**src/hdl/pal_pkg.sv**
```systemverilog
// Shared constants, codes and types for the positional array list.
// Used by pal_cell and positional_array_list; depends on nothing else.
`default_nettype none

package pal_pkg;

    // Storage dimensions.
    localparam int CAPACITY   = 64;
    localparam int ITEM_WIDTH = 32;

    // Widths that follow from the storage dimensions.
    localparam int IDX_W = $clog2(CAPACITY);
    localparam int LEN_W = $clog2(CAPACITY + 1);

    // Fixed field widths of the stream payloads.
    localparam int MODE_W   = 2;
    localparam int POS_W    = 7;
    localparam int STATUS_W = 2;

    // Width used when comparing a position against the length.
    localparam int CMP_W = ((POS_W > LEN_W) ? POS_W : LEN_W) + 1;

    // Packed stream widths, rounded up to whole bytes.
    localparam int S_BITS = MODE_W + POS_W + ITEM_WIDTH;
    localparam int S_DATA_W = ((S_BITS + 7) / 8) * 8;
    localparam int M_BITS = STATUS_W + ITEM_WIDTH + LEN_W;
    localparam int M_DATA_W = ((M_BITS + 7) / 8) * 8;

    // Operation codes.
    typedef enum logic [MODE_W-1:0] {
        MODE_READ   = 2'd0,
        MODE_INSERT = 2'd1,
        MODE_DELETE = 2'd2,
        MODE_NOP    = 2'd3
    } mode_t;

    // Result status codes.
    typedef enum logic [STATUS_W-1:0] {
        ST_OK     = 2'd0,
        ST_FULL   = 2'd1,
        ST_EMPTY  = 2'd2,
        ST_BADPOS = 2'd3
    } status_t;

    // Control broadcast to every cell of the row.
    typedef struct packed {
        logic             ins;   // accepted insert, entries at and above slot move up
        logic             del;   // accepted delete, entries above slot move down
        logic [IDX_W-1:0] slot;  // zero-based target slot
    } pal_ctrl_t;

endpackage : pal_pkg

`default_nettype wire

```
**src/hdl/pal_cell.sv**
```systemverilog
// One storage cell of the list row: holds one entry and trades it with its neighbors.
// Depends on pal_pkg for widths and the control struct.
`default_nettype none

module pal_cell (
    input  wire logic                          aclk,
    input  wire logic [pal_pkg::IDX_W-1:0]     cell_idx,   // fixed place of this cell
    input  wire pal_pkg::pal_ctrl_t            ctrl,
    input  wire logic [pal_pkg::ITEM_WIDTH-1:0] new_value,
    input  wire logic [pal_pkg::ITEM_WIDTH-1:0] lower_value, // entry of the cell below
    input  wire logic [pal_pkg::ITEM_WIDTH-1:0] upper_value, // entry of the cell above
    output logic      [pal_pkg::ITEM_WIDTH-1:0] entry_value,
    output logic      [pal_pkg::ITEM_WIDTH-1:0] hit_value    // entry if slot matches, else zero
);

    logic [pal_pkg::ITEM_WIDTH-1:0] data_reg;
    logic [pal_pkg::ITEM_WIDTH-1:0] data_next;
    logic                           is_slot;
    logic                           above_slot;

    // Position of this cell relative to the target slot.
    assign is_slot    = (cell_idx == ctrl.slot);
    assign above_slot = (cell_idx > ctrl.slot);

    // Insert loads the new word at the slot and shifts higher cells up;
    // delete pulls the upper neighbor into the slot and every cell above it.
    always_comb begin
        data_next = data_reg;
        if (ctrl.ins) begin
            if (is_slot) begin
                data_next = new_value;
            end else if (above_slot) begin
                data_next = lower_value;
            end
        end else if (ctrl.del) begin
            if (is_slot || above_slot) begin
                data_next = upper_value;
            end
        end
    end

    // Entry storage needs no reset.
    always_ff @(posedge aclk) begin
        data_reg <= data_next;
    end

    assign entry_value = data_reg;
    assign hit_value   = is_slot ? data_reg : '0;

endmodule : pal_cell

`default_nettype wire

```
**config.mk**
```make
export PLATFORM = sky130hd
export DESIGN_NAME = pal_cell
export DESIGN_NICKNAME = d
export VERILOG_FILES = /design/src/hdl/pal_pkg.sv /design/src/hdl/pal_cell.sv
export SDC_FILE = /design/constraint.sdc
export NUM_CORES = 1
export LEC_CHECK = 0
export ABC_AREA = 0
export BUFFER_PORTS_ARGS = -buffer_cell sky130_fd_sc_hd__buf_2
export CORE_MARGIN = 2
export CORE_UTILIZATION = 43
export CTS_CLUSTER_DIAMETER = 100
export DETAILED_ROUTE_END_ITERATION = 12
export PLACE_DENSITY_LB_ADDON = 0.08
export SLEW_MARGIN = 20
export SYNTH_ARGS = -nofsm -noshare
export SYNTH_HDL_FRONTEND = slang
export SYNTH_SLANG_ARGS = --single-unit
```
**constraint.sdc**
```tcl
create_clock -name aclk -period 4.8 [get_ports aclk]
set_clock_uncertainty 0.1 [all_clocks]
set_input_delay 0.24 -clock aclk [delete_from_list [all_inputs] [get_ports aclk]]
set_output_delay 0.24 -clock aclk [all_outputs]
set_load 0.05 [all_outputs]
```
Yosys cells after proc, flatten, opt, wreduce, memory -nomap -nowiden. Index checks and enable logic that the tools add are counted.

Register bits: 32. Bits of input ports: 111. Output and inout port bits: 64. Logic and storage cells: 14.

Order comparisons: 1. Eq/ne operators: 2. Muxes and demuxes: 6. Reduce and logical (&&, ||, !) cells: 4.

Operators by type and width (number): $mux W32 (6); $eq A6 B6 Y1 (1); $gt A6 B6 Y1 (1); $reduce_bool A2 Y1 (2); $ne A3 B1 Y1 const B (1); $reduce_and A3 Y1 (1); $logic_or A1 B1 Y1 (1).

Longest topological paths before layout. Gate-level depths: netlist of run 1.

Depth after elaboration: 5. Mapped depth: 7. Gate-level depth less buffers: 5.

Worst setup path before layout of run 1. OpenSTA, ideal clock, no wires.

Path type: input -> register. Start point: in ctrl[5] (netlist name). End point: reg data_reg, in the netlist entry_value[0], enable pin. Setup time: 0.440 ns. Arrival: 2.811 ns. Slack: 1.449 ns. Cell stages on the path: 6. Path through: inv_1 ha_1 and4_1 buf_6 o21ai_0 a41oi_1.

Longest elaborated chain between the ends: 4. Elaborated cells on any way between the ends: 6. Those cells by class: order compare (1); eq/ne (2); reduce/logical (3).

Ends and longest elaborated chain: from (decl) (RTL line pal_cell.sv:8) `input wire pal_pkg::pal_ctrl_t ctrl,`; $gt A6 B6 Y1 or $eq A6 B6 Y1 (tied branches) (RTL line pal_cell.sv:23, pal_cell.sv:22); $logic_or A1 B1 Y1 (RTL line pal_cell.sv:36) `if (is_slot || above_slot) begin`; $reduce_bool A2 Y1 (no source line); $reduce_and A3 Y1 (no source line) (*); to (signal assigned) (RTL line pal_cell.sv:44) `data_reg <= data_next;`; to (decl) (RTL line pal_cell.sv:16) `logic [pal_pkg::ITEM_WIDTH-1:0] data_reg;`.

Mark *: on every way between the ends. The rest lies on a longest branch, timed or not. A chain may end at the register's enable or synchronous reset.

Worst setup path after layout of run 1.
Start point: in ctrl[1] (netlist name). End point: out hit_value[2] (netlist name).

Longest elaborated chain between the ends: 2.

Ends and longest elaborated chain: $eq A6 B6 Y1 (RTL line pal_cell.sv:22) `assign is_slot = (cell_idx == ctrl.slot);`; $mux W32 (RTL line pal_cell.sv:48) `assign hit_value = is_slot ? data_reg : '0;`; to (decl) (RTL line pal_cell.sv:13) `output logic [pal_pkg::ITEM_WIDTH-1:0] hit_value`.

No other way between the ends.

==> impl_metrics.toml, run 1 <==
[floorplanning]
die-area_um2 = 5840
design.core.area_um2 = 5070
die_h_um = 76.4
start_util_pct = 44.4
rows = 26
die_x_um = 76.4
pin_count = 175

[power_and_ir_drop]
swShare_pct = 38.6
clkPwrFrac_pct = 25.3
p_switching_mw = 0.384
power_frac_seq_pct = 38.2
ir_drop_uv = 149
p_comb_share_pct = 36.5
p_leak_nw = 1.48
power.internal_mw = 0.612
power_density_nw_per_um2 = 315

[routing]
totalWireLength_um = 6620
num_vias = 2469
firstDrtPassIters = 4
drtIter0Drc = 147
viasPerCell = 5.22
drt.antenna.violating_nets = 0
wire_per_inst_um = 14.0
remaining_drc_errors = 0

[place]
place_worst_setup_slack_ns = 1.54
numPortBuffers = 174
dp_hpwl_um = 4860
globalplace.congestion = 0.831

[synth]
synthCells = 244
ys_ff_latch = 32
synth_area_per_cell_um2 = 9.24
syn_nets = 361
ys_seq_area_share_pct = 42.6
ys_warn_count = 0
yosysUniqueCellTypes = 24
synth_area_um2 = 2250

[global_routing]
grt_pass1_wl_um = 10500
grt_usage_pct = 22.1
first_global_vias = 2321
met3_usage_pct = 5.09
grt_max_degree = 66
gr-usage-met1_pct = 26.1
busiest_layer = "met2"
grt_overflow = 0
grt_use_met2_pct = 39.6
antenna_found_initial = 0

[sta]
rsz0062_at_grt = "false"
setup_viol = 0
slew_headroom_pct = 30.6
finalCritPeriodShare_pct = 60.8
fin_setup_tns_ns = 0
report.final.slew_viol_count = 0
max_freq_ghz = 0.342
tightest_slew_ns = 1.04
fin_crit_ns = 2.92
hold_viol_final = 0
fin_ws_ns = 1.88

[setup_path]
required_ns = 4.46
worstPathArrival_ns = 2.58
setup.worst_path.class = "in2out"
endpoint_kind = "primary output"
start_kind = "input pin"
cp_max_fo = 33

[run]
cap_violations = 0

[cts]
root_buffer = "clkbuf_8"
h-tree-depth = 2
cts_buffer_depth = 2
cts_setup_buffers = 0
ctsHoldBuffers = 0
post_cts_resized = 0
cts_inserted_buffers = 5
cts_tree = "built"
cts.sink_count = 32
cts.clk_slew.worst_paths_ns = 0.07

[min_path]
hold_path.class = "in2reg"

[layout]
largest_register_ffs = 32
fin_nets = 519
drive_gt1_share_pct = 46.9
synthToLayoutAreaGrowth_pct = 40.5
antenna-diode-count = 0
final_util_pct = 62.4
fill_cells = 474

[outcome]
status = "completed"
## Yosys cell counts
cell,instances,area share (%)
nor2b_1,1,0.28
clkbuf_1,10,1.7
o21ai_1,8,1.8
buf_12,3,2.7
clkbuf_2,4,0.89
a31oi_1,32,8.9
nor2_1,33,5.5
nand4_1,33,9.2
nand3_1,2,0.44
edfxtp_1,32,43
and2_1,32,8.9
a21oi_1,1,0.22
nand2_4,1,0.50
buf_1,1,0.17
ha_1,6,3.3
inv_1,6,1.0
buf_2,1,0.22
clkbuf_8,3,1.8
and4_1,1,0.39
o21ai_0,25,5.6
a21o_1,1,0.33
a41oi_1,1,0.39
buf_6,6,3.0
nor2_2,1,0.28
## per-stage QoR
step,area [um^2],std cells,hold slack (ns),total power [mW]
2_1_floorplan,2250,244,0.389,0.653
3_3_place_gp,3030,464,0.492,0.742
3_5_place_dp,3050,465,0.496,0.750
4_1_cts,3160,473,0.202,1.00
5_1_grt,3170,473,0.205,1.03
6_report,3170,473,0.210,0.997
## final timing paths
kind / start / endpoint / slack, ns / depth (start not counted)
min: upper_value[18] / entry_value[18] / 0.21 / 3
max: ctrl[1] / hit_value[2] / 1.88 / 8
## cell families after synthesis
kind of cell	synth area share (%)
buf+inv	11.4
simple gates	25.4
compound gates	17.2
flops	42.6
fa+ha+maj	3.33
## metal layers
layer  part of all wire [%]  wire length, um  up-vias
met1                     41             2700     1096
met3                    8.9              590        6
met5                      0                0        -
met4                   0.85               56        0
li1                       -                -     1227
met2                     50             3280      140
## cells in the final DEF (no fill, tap or decap), types with 2 or more instances in the layout
cell type,instances
buf_2,174
nand4_1,33
nor2_1,33
a31oi_1,32
and2_1,32
edfxtp_1,32
o21ai_0,25
o21ai_1,8
inv_1,6
ha_1,6
clkbuf_8,5
buf_4,4
nand3_1,2
## area by class of cell
type                       count  area (um^2)  area share (%)
clock inverter                 2         35.0            1.11
inverter                       6         22.5           0.711
clock buffer                   6         72.6            2.29
sequential                    32          961            30.4
timing repair buffer         179          928            29.3
multi-input combinational    178         1060            33.4
tap                           70         87.6            2.77
## power groups by stage
stage / Combinational [mW] / Sequential (mW) / Clock (mW)
finish: 0.364 / 0.381 / 0.253
global route: 0.383 / 0.387 / 0.264
CTS: 0.364 / 0.381 / 0.256
detailed placement: 0.363 / 0.387 / 0
global placement: 0.355 / 0.388 / 0
floorplan: 0.114 / 0.539 / 0
## critical path, stage by stage
cell and delay (ns):
buf_2 0.08, inv_1 0.03, ha_1 0.66, buf_4 0.33, nand2_4 0.23, nor2_4 0.51
and2_1 0.22, buf_2 0.26
Note: power is estimated with default switching activity, not from simulation.
==> run 2, diff against run 1 <==
--- a/config.mk
+++ b/config.mk
@@ -8,7 +8,7 @@
 export ABC_AREA = 0
 export BUFFER_PORTS_ARGS = -buffer_cell sky130_fd_sc_hd__buf_2
 export CORE_MARGIN = 2
-export CORE_UTILIZATION = 43
+export CORE_UTILIZATION = 40
 export CTS_CLUSTER_DIAMETER = 100
 export DETAILED_ROUTE_END_ITERATION = 12
 export PLACE_DENSITY_LB_ADDON = 0.08
==> constraint.sdc (replaced) <==
create_clock -name aclk -period 2.73 [get_ports aclk]
set_clock_uncertainty 0.1 [all_clocks]
set_input_delay 0.1365 -clock aclk [delete_from_list [all_inputs] [get_ports aclk]]
set_output_delay 0.1365 -clock aclk [all_outputs]
set_load 0.05 [all_outputs]
==> run 2 against run 1 <==
  * Worst setup slack got worse by 1.2 ns
  * Via count fell by 2.5%
  * Clock power rose by 29%
  * Count of clock-buffer cells in the layout did not move
  * Non-clock buffer count rose by 5
  * Highest routed layer unchanged
==> impl_metrics.toml, run 2 (synthesis gave the netlist of run 1 again) <==
[routing]
totalWireLength_um = 6590
wire_per_inst_um = 13.8
num_vias = 2408
firstDrtPassIters = 4
viasPerCell = 5.03
drtIter0Drc = 130
drt.antenna.violating_nets = 0
remaining_drc_errors = 0

[power_and_ir_drop]
power_density_nw_per_um2 = 518
power_frac_seq_pct = 41.2
power.internal_mw = 0.977
swShare_pct = 40.1
p_switching_mw = 0.654
p_leak_nw = 1.49
p_comb_share_pct = 38.9
ir_drop_uv = 228
clkPwrFrac_pct = 20.0

[cts]
post_cts_resized = 0
cts_setup_buffers = 0
cts.clk_slew.worst_paths_ns = 0.06
ctsHoldBuffers = 0
cts_buffer_depth = 2
cts.sink_count = 32
h-tree-depth = 2
root_buffer = "clkbuf_8"
cts_tree = "built"
cts_inserted_buffers = 5

[setup_path]
start_kind = "input pin"
setup.worst_path.class = "in2out"
endpoint_kind = "primary output"
worstPathArrival_ns = 1.77
crit_chain = "buf_2 -> inv_1 -> ha_1 -> nand2_4 -> nor2_2 -> buf_4 -> and2_1 -> buf_2"
cp_slowest_stage_delay_ns = 0.35
slowest_stage = "ha_1"
cp_max_fo = 33
crit_top_cell = "buf_2"
crit_family = "buffers and inverters"
crit_start = "ctrl[1]"
cp_num_buf_inv = 4
required_ns = 2.49

[sta]
rsz0062_at_grt = "false"
fin_crit_ns = 2.01
report.final.slew_viol_count = 0
fin_setup_tns_ns = 0
slew_headroom_pct = 57.3
max_freq_ghz = 0.497
tightest_slew_ns = 0.641
hold_viol_final = 0
setup_viol = 0
finalCritPeriodShare_pct = 73.6

[place]
dp_hpwl_um = 5060
dp_cells = 472
numPortBuffers = 174
placed_cell_area_um2 = 3070
globalplace.congestion = 0.773

[layout]
fin_nets = 524
mostFrequentLayoutCell = "buf_2"
drive_gt1_share_pct = 47.4
antenna-diode-count = 0
synthToLayoutAreaGrowth_pct = 39.8
largest_register_ffs = 32
final_cell_area_um2 = 3150
final_cell_mix = "buf_2, nand4_1, nor2_1"
finalNonFillerCells = 479

[floorplanning]
rows = 27
die_h_um = 79.1
die_x_um = 79.1
start_util_pct = 41.2
die-area_um2 = 6250
design.core.area_um2 = 5470
pin_count = 175

[global_routing]
grt_max_degree = 39
grt_pass1_wl_um = 10100
grt_overflow = 0
first_global_vias = 2114
grt_usage_pct = 20.8
antenna_found_initial = 0

[run]
cap_violations = 0

[min_path]
hold_path.class = "in2reg"
hold_path_end = "entry_value[18]"
min_path_cells = 3
min-delay-start = "upper_value[18]"

[outcome]
status = "completed"
==> run 2: final cells by class <==
type | count | area [um^2]
fill | 528 | 2320
multi-input combinational | 178 | 1050
sequential | 32 | 961
timing repair buffer | 184 | 946
tap | 72 | 90.1
clock buffer | 6 | 72.6
inverter | 6 | 22.5
clock inverter | 1 | 5.00
==> run 2: worst max path at each step <==
stage,endpoint,slack [ns],depth (start not counted)
finish,hit_value[3],0.72,8
global route,hit_value[11],0.55,8
CTS,hit_value[3],0.69,7
detailed placement,entry_value[20],0.46,7
global placement,entry_value[20],0.54,7
floorplan,entry_value[0],0.26,7
==> run 2: power by group through the flow <==
stage / Sequential, mW / Clock (mW) / Combinational (mW)
floorplan: 0.946 / 0 / 0.201
global placement: 0.680 / 0 / 0.635
detailed placement: 0.683 / 0 / 0.638
CTS: 0.674 / 0.333 / 0.639
global route: 0.681 / 0.354 / 0.678
finish: 0.671 / 0.326 / 0.634
==> run 2: metal layers <==
metal,routed length (um),global-route usage [%]
met3,544,4.20
met2,3280,35.3
met1,2720,27.1
met4,50,5.34
met5,0,0
==> run 2: stage by stage <==
step	power [mW]	setup slack (ns)	hold WS [ns]	util, %
global placement	1.32	0.540	0.380	56.2
finish	1.63	0.720	0.104	57.6
CTS	1.64	0.686	0.0971	57.6
detailed placement	1.32	0.465	0.382	56.2
global route	1.71	0.546	0.112	57.6
floorplan	1.15	0.264	0.286	-
==> run 2: worst min-delay path: stages <==
cell and delay (ns):
buf_2 0.08, nor2_1 0.03, a31oi_1 0.12
